[src/bba_pkg.sv]
// ----------------------------------------------------------------------------
// bba_pkg
// Shared constants, codes and types of the buddy block allocator.
// ----------------------------------------------------------------------------
package bba_pkg;

   localparam int POOL_ORDER = 8;
   localparam int MIN_ORDER  = 3;

   localparam int GIDX_W   = (POOL_ORDER > MIN_ORDER) ? POOL_ORDER - MIN_ORDER : 1;
   localparam int GRANULES = 1 << (POOL_ORDER - MIN_ORDER);
   localparam int LINK_W   = GIDX_W + 1;
   localparam int LEVELS   = POOL_ORDER - MIN_ORDER + 1;
   localparam int LV_W     = (LEVELS > 1) ? $clog2(LEVELS) : 1;

   localparam int ORDER_W  = 4;
   localparam int ADDR_W   = 8;
   localparam int BYTES_W  = 9;
   localparam int STATUS_W = 3;

   localparam logic [LINK_W-1:0]  HEAD     = LINK_W'(GRANULES);
   localparam logic [ORDER_W-1:0] ORD_MIN  = ORDER_W'(MIN_ORDER);
   localparam logic [ORDER_W-1:0] ORD_POOL = ORDER_W'(POOL_ORDER);

   localparam logic [STATUS_W-1:0] ST_OK        = 3'd0;
   localparam logic [STATUS_W-1:0] ST_ZERO      = 3'd1;
   localparam logic [STATUS_W-1:0] ST_TOO_LARGE = 3'd2;
   localparam logic [STATUS_W-1:0] ST_NO_MEM    = 3'd3;
   localparam logic [STATUS_W-1:0] ST_BAD_FREE  = 3'd4;

   localparam logic CMD_ALLOC = 1'b0;
   localparam logic CMD_FREE  = 1'b1;

   localparam int OP_W = 4;
   localparam logic [OP_W-1:0] OP_NONE   = 4'd0;
   localparam logic [OP_W-1:0] OP_LOAD   = 4'd1;
   localparam logic [OP_W-1:0] OP_CHECK  = 4'd2;
   localparam logic [OP_W-1:0] OP_SEARCH = 4'd3;
   localparam logic [OP_W-1:0] OP_UNL0   = 4'd4;
   localparam logic [OP_W-1:0] OP_UNL1   = 4'd5;
   localparam logic [OP_W-1:0] OP_UNL2   = 4'd6;
   localparam logic [OP_W-1:0] OP_SPLIT  = 4'd7;
   localparam logic [OP_W-1:0] OP_PUSH0  = 4'd8;
   localparam logic [OP_W-1:0] OP_PUSH1  = 4'd9;
   localparam logic [OP_W-1:0] OP_MERGE  = 4'd10;

   typedef struct packed {
      logic                command;
      logic [BYTES_W-1:0]  request_bytes;
      logic [ADDR_W-1:0]   free_address;
   } req_type;

   typedef struct packed {
      logic [STATUS_W-1:0] status;
      logic [ADDR_W-1:0]   user_address;
      logic [ORDER_W-1:0]  block_order;
   } rsp_type;

   typedef struct packed {
      logic [OP_W-1:0] op;
   } dp_cmd_type;

   typedef struct packed {
      logic mode;
      logic check_err;
      logic search_empty;
      logic search_hit;
      logic split_more;
      logic merge_ok;
   } dp_status_type;

endpackage

[src/bba_ctrl.sv]
// ----------------------------------------------------------------------------
// bba_ctrl
// Sequencer: steps the datapath through check, search, unlink, split,
// push and merge, and holds the result until transfer.
// ----------------------------------------------------------------------------
module bba_ctrl (
   input  logic                   clock,
   input  logic                   reset,
   input  logic                   req_valid,
   output logic                   req_stall,
   output logic                   rsp_valid,
   input  logic                   rsp_stall,
   input  bba_pkg::dp_status_type dp_status,
   output bba_pkg::dp_cmd_type    dp_cmd
);
   import bba_pkg::*;

   localparam logic [3:0] S_IDLE   = 4'd0;
   localparam logic [3:0] S_CHECK  = 4'd1;
   localparam logic [3:0] S_SEARCH = 4'd2;
   localparam logic [3:0] S_UNL0   = 4'd3;
   localparam logic [3:0] S_UNL1   = 4'd4;
   localparam logic [3:0] S_UNL2   = 4'd5;
   localparam logic [3:0] S_SPLIT  = 4'd6;
   localparam logic [3:0] S_PUSH0  = 4'd7;
   localparam logic [3:0] S_PUSH1  = 4'd8;
   localparam logic [3:0] S_MERGE  = 4'd9;
   localparam logic [3:0] S_DONE   = 4'd10;

   logic [3:0] state_ff;
   logic [3:0] state_in;

   assign req_stall = (state_ff != S_IDLE);
   assign rsp_valid = (state_ff == S_DONE);

   always_comb begin
      state_in  = state_ff;
      dp_cmd.op = OP_NONE;
      case (state_ff)
         S_IDLE: begin
            if (req_valid) begin
               dp_cmd.op = OP_LOAD;
               state_in  = S_CHECK;
            end
         end
         S_CHECK: begin
            dp_cmd.op = OP_CHECK;
            if (dp_status.check_err) begin
               state_in = S_DONE;
            end else if (dp_status.mode == CMD_FREE) begin
               state_in = S_MERGE;
            end else begin
               state_in = S_SEARCH;
            end
         end
         S_SEARCH: begin
            dp_cmd.op = OP_SEARCH;
            if (dp_status.search_empty) begin
               state_in = S_DONE;
            end else if (dp_status.search_hit) begin
               state_in = S_UNL0;
            end
         end
         S_UNL0: begin
            dp_cmd.op = OP_UNL0;
            state_in  = S_UNL1;
         end
         S_UNL1: begin
            dp_cmd.op = OP_UNL1;
            state_in  = S_UNL2;
         end
         S_UNL2: begin
            dp_cmd.op = OP_UNL2;
            state_in  = (dp_status.mode == CMD_FREE) ? S_MERGE : S_SPLIT;
         end
         S_SPLIT: begin
            dp_cmd.op = OP_SPLIT;
            state_in  = dp_status.split_more ? S_PUSH0 : S_DONE;
         end
         S_PUSH0: begin
            dp_cmd.op = OP_PUSH0;
            state_in  = S_PUSH1;
         end
         S_PUSH1: begin
            dp_cmd.op = OP_PUSH1;
            state_in  = (dp_status.mode == CMD_FREE) ? S_DONE : S_SPLIT;
         end
         S_MERGE: begin
            dp_cmd.op = OP_MERGE;
            state_in  = dp_status.merge_ok ? S_UNL0 : S_PUSH0;
         end
         S_DONE: begin
            if (!rsp_stall) begin
               state_in = S_IDLE;
            end
         end
         default: begin
            state_in = S_IDLE;
         end
      endcase
   end

   always_ff @(posedge clock) begin
      if (reset) begin
         state_ff <= S_IDLE;
      end else begin
         state_ff <= state_in;
      end
   end

endmodule

[src/bba_datapath.sv]
// ----------------------------------------------------------------------------
// bba_datapath
// Granule tables, free list links and level fronts, with the working
// registers and result register of one command.
// ----------------------------------------------------------------------------
module bba_datapath (
   input  logic                   clock,
   input  logic                   reset,
   input  bba_pkg::req_type       req_data,
   input  bba_pkg::dp_cmd_type    dp_cmd,
   output bba_pkg::dp_status_type dp_status,
   output bba_pkg::rsp_type       rsp_data
);
   import bba_pkg::*;

   logic                free_ff   [GRANULES];
   logic [ORDER_W-1:0]  order_ff  [GRANULES];
   logic                in_use_ff [GRANULES];
   logic [LINK_W-1:0]   fwd_ff    [GRANULES];
   logic [LINK_W-1:0]   bwd_ff    [GRANULES];
   logic [LINK_W-1:0]   front_ff  [LEVELS];

   logic                mode_ff;
   logic [BYTES_W-1:0]  bytes_ff;
   logic [ADDR_W-1:0]   faddr_ff;
   logic [GIDX_W-1:0]   g_ff;
   logic [GIDX_W-1:0]   t_ff;
   logic [ORDER_W-1:0]  j_ff;
   logic [ORDER_W-1:0]  k_ff;
   logic [LINK_W-1:0]   f_ff;
   logic [LINK_W-1:0]   b_ff;
   rsp_type             rsp_ff;

   logic [BYTES_W:0]    need;
   logic [ORDER_W-1:0]  kc;
   logic [15:0]         off;
   logic [15:0]         gfull;
   logic [GIDX_W-1:0]   gi;
   logic                bad_free;
   logic [ORDER_W-1:0]  kf_raw;
   logic [ORDER_W-1:0]  kf;
   logic [LV_W-1:0]     lv_j;
   logic [LINK_W-1:0]   front_j;
   logic [GIDX_W-1:0]   buddy_m;
   logic [GIDX_W-1:0]   buddy_s;
   logic [GIDX_W-1:0]   ord_raddr;
   logic [GIDX_W+MIN_ORDER-1:0] blk_off;
   logic [ADDR_W-1:0]   g_addr;

   always_comb begin
      need = {1'b0, bytes_ff} + (BYTES_W+1)'(1);
      kc   = 4'hF;
      for (int i = BYTES_W + 1; i >= 0; i--) begin
         if ({1'b0, need} <= ((BYTES_W+2)'(1) << i)) begin
            kc = ORDER_W'(i);
         end
      end
      if (kc < ORD_MIN) begin
         kc = ORD_MIN;
      end
   end

   assign off       = 16'(faddr_ff) - 16'd1;
   assign gfull     = off >> MIN_ORDER;
   assign gi        = gfull[GIDX_W-1:0];
   assign lv_j      = LV_W'(j_ff - ORD_MIN);
   assign front_j   = front_ff[lv_j];
   assign buddy_m   = g_ff ^ (GIDX_W'(1) << (j_ff - ORD_MIN));
   assign buddy_s   = g_ff ^ (GIDX_W'(1) << (j_ff - ORD_MIN - 4'd1));
   assign ord_raddr = (dp_cmd.op == OP_CHECK) ? gi : buddy_m;
   assign kf_raw    = order_ff[ord_raddr];
   assign kf        = (kf_raw < ORD_MIN || kf_raw > ORD_POOL) ? ORD_MIN : kf_raw;
   assign blk_off   = {g_ff, {MIN_ORDER{1'b0}}};
   assign g_addr    = ADDR_W'(blk_off) + 8'd1;

   assign bad_free = (faddr_ff == 8'd0) || (off[MIN_ORDER-1:0] != '0)
                     || (gfull >= 16'(GRANULES)) || !in_use_ff[gi];

   assign dp_status.mode         = mode_ff;
   assign dp_status.check_err    = (mode_ff == CMD_FREE) ? bad_free
                                   : (bytes_ff == '0 || kc > ORD_POOL);
   assign dp_status.search_empty = (j_ff > ORD_POOL);
   assign dp_status.search_hit   = (front_j != HEAD);
   assign dp_status.split_more   = (j_ff > k_ff);
   assign dp_status.merge_ok     = (j_ff < ORD_POOL) && free_ff[buddy_m]
                                   && (kf_raw == j_ff);

   assign rsp_data = rsp_ff;

   always_ff @(posedge clock) begin
      case (dp_cmd.op)
         OP_LOAD: begin
            mode_ff  <= req_data.command;
            bytes_ff <= req_data.request_bytes;
            faddr_ff <= req_data.free_address;
         end
         OP_CHECK: begin
            rsp_ff.user_address <= '0;
            rsp_ff.block_order  <= '0;
            if (mode_ff == CMD_FREE) begin
               rsp_ff.status <= bad_free ? ST_BAD_FREE : ST_OK;
               g_ff <= gi;
               j_ff <= kf;
            end else begin
               k_ff <= kc;
               j_ff <= kc;
               if (bytes_ff == '0) begin
                  rsp_ff.status <= ST_ZERO;
               end else if (kc > ORD_POOL) begin
                  rsp_ff.status <= ST_TOO_LARGE;
               end else begin
                  rsp_ff.status <= ST_OK;
               end
            end
         end
         OP_SEARCH: begin
            if (j_ff > ORD_POOL) begin
               rsp_ff.status <= ST_NO_MEM;
            end else if (front_j != HEAD) begin
               g_ff <= front_j[GIDX_W-1:0];
               t_ff <= front_j[GIDX_W-1:0];
            end else begin
               j_ff <= j_ff + 4'd1;
            end
         end
         OP_UNL0: begin
            f_ff <= fwd_ff[t_ff];
            b_ff <= bwd_ff[t_ff];
         end
         OP_UNL2: begin
            if (mode_ff == CMD_FREE) begin
               j_ff <= j_ff + 4'd1;
               if (t_ff < g_ff) begin
                  g_ff <= t_ff;
               end
            end
         end
         OP_SPLIT: begin
            if (j_ff > k_ff) begin
               j_ff <= j_ff - 4'd1;
               t_ff <= buddy_s;
            end else begin
               rsp_ff.user_address <= g_addr;
               rsp_ff.block_order  <= k_ff;
            end
         end
         OP_PUSH0: begin
            f_ff <= front_j;
         end
         OP_PUSH1: begin
            if (mode_ff == CMD_FREE) begin
               rsp_ff.user_address <= g_addr;
               rsp_ff.block_order  <= j_ff;
            end
         end
         OP_MERGE: begin
            t_ff <= dp_status.merge_ok ? buddy_m : g_ff;
         end
         default: begin
         end
      endcase
   end

   always_ff @(posedge clock) begin
      if (reset) begin
         for (int i = 0; i < GRANULES; i++) begin
            free_ff[i]   <= 1'b0;
            order_ff[i]  <= '0;
            in_use_ff[i] <= 1'b0;
            fwd_ff[i]    <= HEAD;
            bwd_ff[i]    <= HEAD;
         end
         for (int i = 0; i < LEVELS; i++) begin
            front_ff[i] <= HEAD;
         end
         free_ff[0]          <= 1'b1;
         order_ff[0]         <= ORD_POOL;
         front_ff[LEVELS-1]  <= '0;
      end else begin
         case (dp_cmd.op)
            OP_CHECK: begin
               if (mode_ff == CMD_FREE && !bad_free) begin
                  in_use_ff[gi] <= 1'b0;
               end
            end
            OP_UNL0: begin
               free_ff[t_ff] <= 1'b0;
            end
            OP_UNL1: begin
               if (b_ff == HEAD) begin
                  front_ff[lv_j] <= f_ff;
               end else begin
                  fwd_ff[b_ff[GIDX_W-1:0]] <= f_ff;
               end
            end
            OP_UNL2: begin
               if (f_ff != HEAD) begin
                  bwd_ff[f_ff[GIDX_W-1:0]] <= b_ff;
               end
            end
            OP_SPLIT: begin
               if (!(j_ff > k_ff)) begin
                  in_use_ff[g_ff] <= 1'b1;
                  order_ff[g_ff]  <= k_ff;
               end
            end
            OP_PUSH0: begin
               fwd_ff[t_ff]   <= front_j;
               bwd_ff[t_ff]   <= HEAD;
               front_ff[lv_j] <= {1'b0, t_ff};
               free_ff[t_ff]  <= 1'b1;
               order_ff[t_ff] <= j_ff;
            end
            OP_PUSH1: begin
               if (f_ff != HEAD) begin
                  bwd_ff[f_ff[GIDX_W-1:0]] <= {1'b0, t_ff};
               end
            end
            default: begin
            end
         endcase
      end
   end

endmodule

[src/buddy_block_allocator.sv]
// ----------------------------------------------------------------------------
// buddy_block_allocator
// Binary buddy allocator over a 2^POOL_ORDER byte pool in 2^MIN_ORDER byte
// granules: allocate with split, free with buddy coalescing.
// ----------------------------------------------------------------------------
//   channel   handshake              payload
//   req       req_valid / req_stall  req_data  (command, request_bytes, free_address)
//   rsp       rsp_valid / rsp_stall  rsp_data  (status, user_address, block_order)
//
// One command at a time, from transfer in to result out. An allocate or
// free walks over the levels (6 here), with three steps per unlink, three
// per split and four per merge.
// The result holds on rsp_data until transfer; req_stall stays high meanwhile.
// Reset loads the whole pool as one free block.
// ----------------------------------------------------------------------------
module buddy_block_allocator (
   input  logic             clock,
   input  logic             reset,
   input  logic             req_valid,
   output logic             req_stall,
   input  bba_pkg::req_type req_data,
   output logic             rsp_valid,
   input  logic             rsp_stall,
   output bba_pkg::rsp_type rsp_data
);
   import bba_pkg::*;

   dp_cmd_type    dp_cmd;
   dp_status_type dp_status;

   bba_ctrl u_ctrl (
      .clock     (clock),
      .reset     (reset),
      .req_valid (req_valid),
      .req_stall (req_stall),
      .rsp_valid (rsp_valid),
      .rsp_stall (rsp_stall),
      .dp_status (dp_status),
      .dp_cmd    (dp_cmd)
   );

   bba_datapath u_datapath (
      .clock     (clock),
      .reset     (reset),
      .req_data  (req_data),
      .dp_cmd    (dp_cmd),
      .dp_status (dp_status),
      .rsp_data  (rsp_data)
   );

   a_busy_while_result: assert property (@(posedge clock) disable iff (reset)
      rsp_valid |-> req_stall)
      else $error("input taken while result pending");

   a_error_fields_zero: assert property (@(posedge clock) disable iff (reset)
      (rsp_valid && rsp_data.status != ST_OK) |->
         (rsp_data.user_address == '0 && rsp_data.block_order == '0))
      else $error("error result carries address or order");

   a_ok_order_range: assert property (@(posedge clock) disable iff (reset)
      (rsp_valid && rsp_data.status == ST_OK) |->
         (rsp_data.block_order >= ORD_MIN && rsp_data.block_order <= ORD_POOL))
      else $error("block order out of range");

   a_status_code: assert property (@(posedge clock) disable iff (reset)
      rsp_valid |-> (rsp_data.status <= ST_BAD_FREE))
      else $error("undefined status code");

endmodule

[config.mk]
export PLATFORM = sky130hd
export DESIGN_NAME = buddy_block_allocator
export DESIGN_NICKNAME = d
export VERILOG_FILES = /design/src/bba_pkg.sv /design/src/bba_ctrl.sv /design/src/bba_datapath.sv /design/src/buddy_block_allocator.sv
export SDC_FILE = /design/constraint.sdc
export NUM_CORES = 1
export LEC_CHECK = 0
export BUFFER_PORTS_ARGS = -buffer_cell sky130_fd_sc_hd__buf_2
export CAP_MARGIN = 20
export CORE_MARGIN = 4
export CORE_UTILIZATION = 35
export DETAILED_ROUTE_END_ITERATION = 10
export PLACE_DENSITY_LB_ADDON = 0.08
export SETUP_SLACK_MARGIN = 0.05
export SLEW_MARGIN = 0
export SYNTH_ARGS = -nofsm -noshare
export SYNTH_HDL_FRONTEND = slang
export SYNTH_HIERARCHICAL = 1
export SYNTH_SLANG_ARGS = --single-unit
[constraint.sdc]
create_clock -name clock -period 9.7 [get_ports clock]
set_clock_uncertainty 0.15 [all_clocks]
set_input_delay 1.94 -clock clock [delete_from_list [all_inputs] [get_ports clock]]
set_output_delay 1.94 -clock clock [all_outputs]
set_load 0.05 [all_outputs]
Yosys cells after proc, flatten, opt, wreduce, memory -nomap -nowiden
Memory sizes are Yosys's and may differ from the RTL's. A register that Yosys moved wholly into a read port is not among the register bits.
Cells that the tools add are included.
{"block": "totals", "ff_bits": 61, "mem_bits_rw": 612, "in_bits": 22, "out_inout_bits": 17, "elab_cells": 252, "memories": 6}
{"block": "op_classes", "addsub": 7, "n_lt_le_gt_ge": 20, "eq_ne": 37, "shift": 2, "mux": 121, "bitwise_logic": 9, "reduce_logical": 38}
{"memory": "u_datapath.bwd_ff", "depth": 32, "word_bits": 6, "read_ports": 1, "rd_clocked_by_memory_dff": 1, "wr": 32, "line_no": "bba_datapath.sv:20", "source": "logic [LINK_W-1:0] bwd_ff [GRANULES];"}
{"memory": "u_datapath.fwd_ff", "depth": 32, "word_bits": 6, "read_ports": 1, "rd_clocked_by_memory_dff": 1, "wr": 32, "line_no": "bba_datapath.sv:19", "source": "logic [LINK_W-1:0] fwd_ff [GRANULES];"}
{"memory": "u_datapath.order_ff", "depth": 32, "word_bits": 4, "read_ports": 1, "rd_clocked_by_memory_dff": 0, "wr": 32, "line_no": "bba_datapath.sv:17", "source": "logic [ORDER_W-1:0] order_ff [GRANULES];"}
{"memory": "u_datapath.front_ff", "depth": 6, "word_bits": 6, "read_ports": 1, "rd_clocked_by_memory_dff": 0, "wr": 6, "line_no": "bba_datapath.sv:21", "source": "logic [LINK_W-1:0] front_ff [LEVELS];"}
{"memory": "u_datapath.free_ff", "depth": 32, "word_bits": 1, "read_ports": 1, "rd_clocked_by_memory_dff": 0, "wr": 32, "line_no": "bba_datapath.sv:16", "source": "logic free_ff [GRANULES];"}
{"memory": "u_datapath.in_use_ff", "depth": 32, "word_bits": 1, "read_ports": 1, "rd_clocked_by_memory_dff": 0, "wr": 32, "line_no": "bba_datapath.sv:18", "source": "logic in_use_ff [GRANULES];"}
{"op": "two-way mux 4 bit", "count": 29}
{"op": "two-way mux 5 bit", "count": 18}
{"op": "two-way mux 1 bit", "count": 48}
{"op": "two-way mux 6 bit", "count": 8}
{"op": "case mux 4 bit (11 select lines)", "count": 1}
{"op": "case mux 4 bit (10 select lines)", "count": 1}
{"op": "case mux 12 bit (3 select lines)", "count": 1}
{"op": "== test 4 x 3 -> 1 bit (second input constant)", "count": 8}
{"op": "case mux 5 bit (3 select lines)", "count": 2}
{"op": "OR reduction 6 bit", "count": 5}
{"op": "== test 4 bit (second input constant)", "count": 6}
{"op": "two-way mux 12 bit", "count": 2}
{"op": "two-way mux 3 bit", "count": 7}
{"op": "== test 4 x 2 -> 1 bit (second input constant)", "count": 4}
{"op": "!= test 2 bit (second input constant)", "count": 8}
{"op": "case mux 4 bit (4 select lines)", "count": 1}
{"op": "greater-or-equal comparator 13 x 6 -> 1 bit (second input constant)", "count": 1}
{"op": "greater-than comparator 4 bit (second input constant)", "count": 3}
{"op": "!= test 6 bit (second input constant)", "count": 2}
{"op": "case mux 6 bit (2 select lines)", "count": 1}
{"op": "nonzero test 3 bit", "count": 4}
{"op": "<= comparator 10 x 11 -> 1 bit (second input constant)", "count": 1}
{"op": "adder 9 x 1 -> 10 bit (second input constant)", "count": 1}
{"op": "<= comparator 10 x 1 -> 1 bit (second input constant)", "count": 1}
{"op": "44 further kinds", "count": 71}

Longest topological paths before layout
Gate-level depths: netlist of run 1.
{"block": "depth", "word_depth": 20, "mapped_depth": 21, "depth_no_buf": 16}

Modules after synthesis
Netlist of run 1, hierarchy kept.
{"module": "bba_datapath", "n_inst": 1, "cells_each": 2835, "area_per_inst_um2": 33822.4, "seq_area_each_um2": 20659.8}
{"module": "bba_ctrl", "n_inst": 1, "cells_each": 62, "area_per_inst_um2": 455.4, "seq_area_each_um2": 80.1}

Least setup slack after synthesis of run 1
Ideal clock, no wire load.
{"block": "synth_path", "kind": "input -> register", "start": "input port req_valid", "end": "register u_datapath.t_ff[3], data pin", "setup_ns": 0.276, "arrival_ns": 5.901, "required_ns": 9.274, "slack_ns": 3.374, "stages": 17, "path_buffers": 3, "path_cell_list": "nor4_2 nor3_1 or4b_1 and2_1 mux2i_2 nand2_2 buf_4 buf_4 buf_4 mux2i_1 a21oi_1 o221ai_1 or4b_2 xnor2_1 or2_2 o311ai_0 nand3_1"}
{"element": "start, declared", "line_no": "buddy_block_allocator.sv:19", "source": "input logic req_valid,"}
{"element": "end signal, assigned", "line_no": "bba_datapath.sv:121", "source": "t_ff <= front_j[GIDX_W-1:0];"}
{"element": "end signal, assigned", "line_no": "bba_datapath.sv:141", "source": "t_ff <= buddy_s;"}
{"element": "end signal, assigned", "line_no": "bba_datapath.sv:157", "source": "t_ff <= dp_status.merge_ok ? buddy_m : g_ff;"}
{"element": "end, declared", "line_no": "bba_datapath.sv:27", "source": "logic [GIDX_W-1:0] t_ff;"}

==> flow_metrics.env, run 1 <==
export IMPL_remaining_drc_errors=0
export IMPL_cp_max_fo=41
export IMPL_hp_class="flip-flop to flip-flop"
export IMPL_peakVddDrop_mv=0.170
export IMPL_grt_pass1_vias=23600
export IMPL_wl_mm=101
export IMPL_antenna_found_initial=0
export IMPL_layout_commonest_cell="edfxtp_1"
export IMPL_switching_share=0.419
export IMPL_syn_instance_count=2897
export IMPL_synthFlopType="edfxtp_1"
export IMPL_crit_type="primary input to flip-flop"
export IMPL_start_kind="primary input"
export IMPL_tns_ps=0
export IMPL_synth_largest_area_cell="edfxtp_1"
export IMPL_ctsLongestPathBuffers=3
export IMPL_required_ps=9960
export IMPL_grt_setup_unrepaired="false"
export IMPL_dieHeight_um=321
export IMPL_final_nets=2917
export IMPL_syn_avg_cell_area_um2=11.8
export IMPL_max_slew_margin=0.259
export IMPL_dr_pass1_iters=7
export IMPL_synth_top_cell_area_share=0.599
export IMPL_yosysSeqAreaShare=0.605
export IMPL_syn_area_um2=34300
export IMPL_via_count=23400
export IMPL_core_um2=97000
export IMPL_drt_iter0_markers=1985
export IMPL_io_buffer_count=36
export IMPL_grt_pass1_wl_mm=153
export IMPL_outcome="finished, final reports clean"
export IMPL_cp_arrival_ps=7640
export IMPL_synthDistinctLibCells=93
export IMPL_fin_util=0.397
export IMPL_viasPerCell=5.54
export IMPL_layoutNonFillerInstCount=4215
export IMPL_drive_above_1_share=0.144
export IMPL_pin_count=39
export IMPL_start_util=0.353
export IMPL_clock_fmax_mhz=135
export IMPL_place_gp_congestion=0.847
export IMPL_switchingPower_mw=5.21
export IMPL_cts_sinks=694
export IMPL_cts_setup_buffers=0
export IMPL_max_cap_viol_count=0
export IMPL_setup_violations=0
export IMPL_synth_edf_count=684
export IMPL_fin_crit_sh=0.761
export IMPL_dp_cells=4064
export IMPL_clk_pin_slew_ps=60
export IMPL_cts_max_level=3
export IMPL_globalRouteTotalUtil=0.196
export IMPL_antenna_cells=0
export IMPL_synth_ff_latch_count=694
export IMPL_clk_insertion_delay_late_ps=680
export IMPL_p_comb_frac=0.439
export IMPL_die_area_um2=103000
export IMPL_filler_cell_count=9287
export IMPL_root_buffer="clkbuf_16"
export IMPL_seq_power_share=0.318
export IMPL_wire_per_inst_um=24.1
export IMPL_rows=114
export IMPL_p_leak_nw=13.2
export IMPL_cts_buffers_inserted=83
export IMPL_final_cell_mix="edfxtp_1 (684), nor2_1 (621), nand2_1 (406), nand3_1 (143), mux4_2 (130)"
export IMPL_postCtsHoldBufs=0
export IMPL_async_flop_share=0
export IMPL_pwr_share_clk=0.243
export IMPL_dp_final_hpwl_mm=68.1
export IMPL_p_int_mw=7.22
export IMPL_yosysWarnings=6
export IMPL_hold_violations=0
export IMPL_cts_tree="done"
export IMPL_fp_dieW_um=321
export IMPL_period_needed_ps=7380
export IMPL_powerDensity_nw_per_um2=323
export IMPL_cts_resized=0
export IMPL_end_kind="flip-flop"
export IMPL_syn_to_final_growth_pct=12.3
export IMPL_antenna_left=0
export IMPL_grt_overflow_total=0
export IMPL_drv_slew=0
export IMPL_tightestPinTransition_ps=1100
export IMPL_grt_max_degree=73
export IMPL_synth_area_leaders="edfxtp_1 (60%), mux4_2 (8.5%), nor2_1 (6.8%)"
[per-stage QoR]
| stage | worst slack, ps | hold slack (ps) | total power, mW | instance area [um2] |
|---|---|---|---|---|
| 2_1_floorplan | 3370 | 307 | 7.69 | 34300 |
| 3_3_place_gp | 1780 | 338 | 9.42 | 35800 |
| 3_5_place_dp | 1590 | 364 | 9.49 | 35800 |
| 4_1_cts | 2320 | 382 | 12.6 | 38500 |
| 5_1_grt | 1900 | 448 | 13.1 | 38500 |
| 6_report | 2320 | 380 | 12.4 | 38500 |
[layer usage]
metal / GRT usage / share of wire
met3: 0.0273 / 0.051
met5: 0 / 0
met2: 0.330 / 0.49
met1: 0.262 / 0.43
met4: 0.0640 / 0.030
[power groups by stage]
stage          registers, mW  clock network, mW  logic [mW]
3_3_place_gp            4.02                  0        5.40
2_1_floorplan           3.90                  0        3.79
3_5_place_dp            4.02                  0        5.46
5_1_grt                 4.00               3.24        5.87
4_1_cts                 3.96               3.11        5.48
6_report                3.96               3.02        5.46
[final timing paths]
| check | startpoint | depth (start not counted) | endpoint | slack (ps) |
|---|---|---|---|---|
| hold reg to reg | u_datapath/free_ff[0]$_DFF_P_ | 2 | u_datapath/free_ff[0]$_DFF_P_ | 380 |
| hold / removal | u_datapath/free_ff[0]$_DFF_P_ | 2 | u_datapath/free_ff[0]$_DFF_P_ | 380 |
| setup / recovery | req_valid | 16 | u_datapath/t_ff[1]$_DFFE_PP_ | 2320 |
| setup reg to reg | u_datapath/j_ff[1]$_DFFE_PP_ | 14 | u_datapath/t_ff[1]$_DFFE_PP_ | 2400 |
[sequential cells by signal, indices dropped and copies added (netlist names), named ones only]
register              cells
u_datapath/rsp_data      13
u_datapath/fwd_ff       192
u_datapath/g_ff           5
u_datapath/mode_ff        1
u_datapath/t_ff           5
u_datapath/j_ff           4
u_datapath/order_ff     128
u_datapath/in_use_ff     32
u_datapath/bwd_ff       192
u_datapath/bytes_ff       9
u_datapath/f_ff           6
u_datapath/free_ff       32
u_ctrl/state_ff           4
u_datapath/b_ff           6
u_datapath/faddr_ff       8
u_datapath/k_ff           4
u_datapath/front_ff      48
[worst max-delay path: stages]
cell	delay, ps
buf_2	120
nor4_2	240
nor3_2	200
or4b_1	550
buf_4	240
and2_1	210
mux2i_2	700
nand2_2	690
mux4_2	680
nand2_1	80
a21boi_0	130
nor4bb_1	780
xnor2_1	270
nand2b_4	140
o311ai_0	470
nand3_1	150
[kinds of logic (layout without fill, tap and decap cells)]
logic type                 count (synthesis)  after routing  synth area share
other                                      1              2          0.000109
DFF                                      694            694             0.605
adders and majority gates                 21             21           0.00788
AOI/OAI and AO/OA                        329            329            0.0683
xor gates and xnor gates                  26             26           0.00741
muxes                                    207            207             0.109
buffers and inverters                    242            283            0.0292
and+or+nand+nor                         1377           1377             0.173
[cell usage after synthesis (20+ instances only)]
| master | n |
|---|---|
| a211oi_1 | 22 |
| a21oi_1 | 53 |
| a22oi_1 | 32 |
| and3_1 | 24 |
| buf_1 | 32 |
| clkbuf_1 | 141 |
| edfxtp_1 | 684 |
| ha_1 | 20 |
| inv_1 | 31 |
| mux2i_1 | 60 |
| mux4_2 | 130 |
| nand2_1 | 408 |
| nand3_1 | 143 |
| nor2_1 | 621 |
| nor3_1 | 41 |
| o21ai_0 | 43 |
| o31ai_1 | 23 |
[final cells by class]
| type | count | area [um2] | area share |
|---|---|---|---|
| inverters | 38 | 148 | 0.00384 |
| clock inverters | 50 | 500 | 0.0130 |
| flip-flops and latches | 694 | 20700 | 0.539 |
| repair buffers | 95 | 621 | 0.0161 |
| clock buffers | 100 | 2140 | 0.0556 |
| well taps | 1276 | 1600 | 0.0415 |
| multi-input cells | 1962 | 12700 | 0.331 |
(Power assumes the default switching activity.)
==> run 2: changes to the inputs <==
--- a/config.mk
+++ b/config.mk
@@ -5,6 +5,7 @@
 export SDC_FILE = /design/constraint.sdc
 export NUM_CORES = 1
 export LEC_CHECK = 0
+export ABC_AREA = 1
 export BUFFER_PORTS_ARGS = -buffer_cell sky130_fd_sc_hd__buf_2
 export CAP_MARGIN = 20
 export CORE_MARGIN = 4
==> constraint.sdc (replaced) <==
create_clock -name clock -period 6.4 [get_ports clock]
set_clock_uncertainty 0.15 [all_clocks]
set_input_delay 1.28 -clock clock [delete_from_list [all_inputs] [get_ports clock]]
set_output_delay 1.28 -clock clock [all_outputs]
set_load 0.05 [all_outputs]
==> run 2 against run 1 <==
Against the previous run: synthesized cell count grew 27%; largest power group unchanged; utilization decreased by 0.19 points; clock power up 51%; final area down 0.47%; via count up 9.2%; register-to-register slack worse by 1100 ps.
==> flow_metrics.env, run 2 <==
export IMPL_switching_share=0.460
export IMPL_cts_sinks=694
export IMPL_dr_pass1_iters=8
export IMPL_finalHoldWorstSlack_ps=347
export IMPL_syn_area_um2=34300
export IMPL_clock_fmax_mhz=198
export IMPL_drv_slew=0
export IMPL_synth_ff_latch_count=694
export IMPL_globalRouteTotalUtil=0.200
export IMPL_cts_buffers_inserted=82
export IMPL_synth_edf_count=684
export IMPL_cp_slowest_cell="ha_1"
export IMPL_grt_setup_unrepaired="false"
export IMPL_antenna_found_initial=1
export IMPL_p_int_mw=10.3
export IMPL_cts_max_level=3
export IMPL_filler_cell_count=9854
export IMPL_synth_top_cell_area_share=0.599
export IMPL_seq_power_share=0.306
export IMPL_tns_ps=0
export IMPL_antenna_left=0
export IMPL_layoutNonFillerInstCount=4979
export IMPL_powerDensity_nw_per_um2=496
export IMPL_hold_violations=0
export IMPL_synthDistinctLibCells=57
export IMPL_clk_insertion_delay_late_ps=650
export IMPL_yosysWarnings=6
export IMPL_cts_tree="done"
export IMPL_viasPerCell=5.12
export IMPL_ctsLongestPathBuffers=3
export IMPL_rows=114
export IMPL_postCtsHoldBufs=0
export IMPL_cts_resized=0
export IMPL_final_nets=3688
export IMPL_end_kind="flip-flop"
export IMPL_hp_class="flip-flop to flip-flop"
export IMPL_max_slew_margin=0.279
export IMPL_die_area_um2=103000
export IMPL_reg_top3="u_datapath/bwd_ff (192), u_datapath/fwd_ff (192), u_datapath/order_ff (128)"
export IMPL_grt_pass1_wl_mm=158
export IMPL_grt_pass1_vias=25200
export IMPL_cts_setup_buffers=0
export IMPL_root_buffer="clkbuf_16"
export IMPL_p_comb_frac=0.454
export IMPL_final_cell_mix="nor2_1 (812), edfxtp_1 (684), nand2_1 (648), inv_1 (359), o21ai_0 (224)"
export IMPL_dp_final_hpwl_mm=67.6
export IMPL_clk_pin_slew_ps=60
export IMPL_switchingPower_mw=8.76
export IMPL_peakVddDrop_mv=0.323
export IMPL_grt_overflow_total=0
export IMPL_dp_cells=4836
export IMPL_synthMostInstantiatedCell="nor2_1"
export IMPL_cp_arrival_ps=5290
export IMPL_yosysSeqAreaShare=0.605
export IMPL_synthFlopType="edfxtp_1"
export IMPL_remaining_drc_errors=0
export IMPL_pin_count=39
export IMPL_r2r_setup_slack_ps=1340
export IMPL_start_kind="flip-flop"
export IMPL_cp_max_fo=48
export IMPL_pwr_share_clk=0.240
export IMPL_syn_avg_cell_area_um2=9.35
export IMPL_wire_per_inst_um=20.8
export IMPL_layout_commonest_cell="nor2_1"
export IMPL_fin_crit_sh=0.791
export IMPL_dieHeight_um=321
export IMPL_setup_violations=0
export IMPL_io_buffer_count=36
export IMPL_worst_path_buf_inv=2
export IMPL_drive_above_1_share=0.0848
export IMPL_async_flop_share=0
export IMPL_synth_largest_area_cell="edfxtp_1"
export IMPL_core_um2=97000
export IMPL_syn_to_final_growth_pct=11.8
export IMPL_wl_mm=104
export IMPL_tightestPinTransition_ps=1080
export IMPL_timing_critical_path_cells="ha_1, ha_1, nand2_1, inv_1, nand4_4, nand2_4, nand2_2, nand2_2, nand2_1, nand3_1, nand3_1, nand3_1, nand3_2, nand2_2, inv_1, o31ai_2, nand4_1, nand2_1, nand2_1"
export IMPL_required_ps=6630
export IMPL_fin_util=0.395
export IMPL_drt_iter0_markers=2054
export IMPL_max_cap_viol_count=0
export IMPL_fp_dieW_um=321
export IMPL_outcome="finished, final reports clean"
export IMPL_antenna_cells=0
export IMPL_synth_area_leaders="edfxtp_1 (60%), nor2_1 (8.9%), nand2_1 (7.1%)"
export IMPL_crit_type="flip-flop to flip-flop"
export IMPL_place_gp_congestion=0.831
export IMPL_period_needed_ps=5060
export IMPL_path_delay_family="simple AND/OR/NAND/NOR gates"
export IMPL_synth_common_cells="nor2_1 (817), edfxtp_1 (684), nand2_1 (648)"
export IMPL_start_util=0.353
export IMPL_grt_max_degree=97
export IMPL_cpMostUsedCell="nand2_1"
export IMPL_via_count=25500
export IMPL_finalPower_mw=19.0
export IMPL_syn_instance_count=3667
export IMPL_slowest_delay_ps=740
export IMPL_p_leak_nw=14.6
-- run 2: final timing paths --
kind                                       from  cells after the start                       endpoint
hold / removal    u_datapath/free_ff[0]$_DFF_P_                      2  u_datapath/free_ff[0]$_DFF_P_
hold reg to reg   u_datapath/free_ff[0]$_DFF_P_                      2  u_datapath/free_ff[0]$_DFF_P_
setup reg to reg   u_datapath/j_ff[1]$_DFFE_PP_                     19   u_datapath/j_ff[0]$_DFFE_PP_
setup / recovery   u_datapath/j_ff[1]$_DFFE_PP_                     19   u_datapath/j_ff[0]$_DFFE_PP_
-- run 2: kinds of logic after synthesis --
logic type / Yosys count / synth area share
AOI/OAI and AO/OA: 515 / 0.0898
DFF: 694 / 0.605
and+or+nand+nor: 1848 / 0.227
buffers and inverters: 574 / 0.0652
other: 1 / 0.000109
xor gates and xnor gates: 14 / 0.00456
adders and majority gates: 21 / 0.00788
-- run 2: power by group through the flow --
stage / sequential [mW] / combinational [mW] / clock, mW
2_1_floorplan: 5.86 / 5.69 / 0
3_3_place_gp: 5.90 / 8.67 / 0
3_5_place_dp: 5.90 / 8.65 / 0
4_1_cts: 5.81 / 8.67 / 4.71
5_1_grt: 5.85 / 9.45 / 4.89
6_report: 5.81 / 8.64 / 4.56
-- run 2: per-stage QoR --
step                cell area [um2]  setup slack, ps
finish                        38300             1340
global route                  38300              924
CTS                           38300             1320
detailed placement            35700             1110
global placement              35700             1130
floorplan                     34300             2370
-- run 2: worst min-delay path: stages (launching register included) --
cell     delay (ps)
dfxtp_1         320
o21ai_0          80
o21ai_0          60
-- run 2: cell type report --
cell class / instances / area (um2) / area share
Inverter: 384 / 1450 / 0.0378
Tap cell: 1276 / 1600 / 0.0417
Clock inverter: 44 / 383 / 0.00999
Clock buffer: 98 / 2200 / 0.0573
Multi-Input combinational cell: 2400 / 11400 / 0.298
Sequential cell: 694 / 20700 / 0.541
Timing Repair Buffer: 83 / 528 / 0.0138
-- run 2: metal layers --
metal  up-vias  wire, um  track usage
li1      12300         -            -
met1     12400     47900        0.280
met4         0      2530       0.0526
met3       152      4690       0.0284
met5         -         0            0
met2       570     48700        0.328
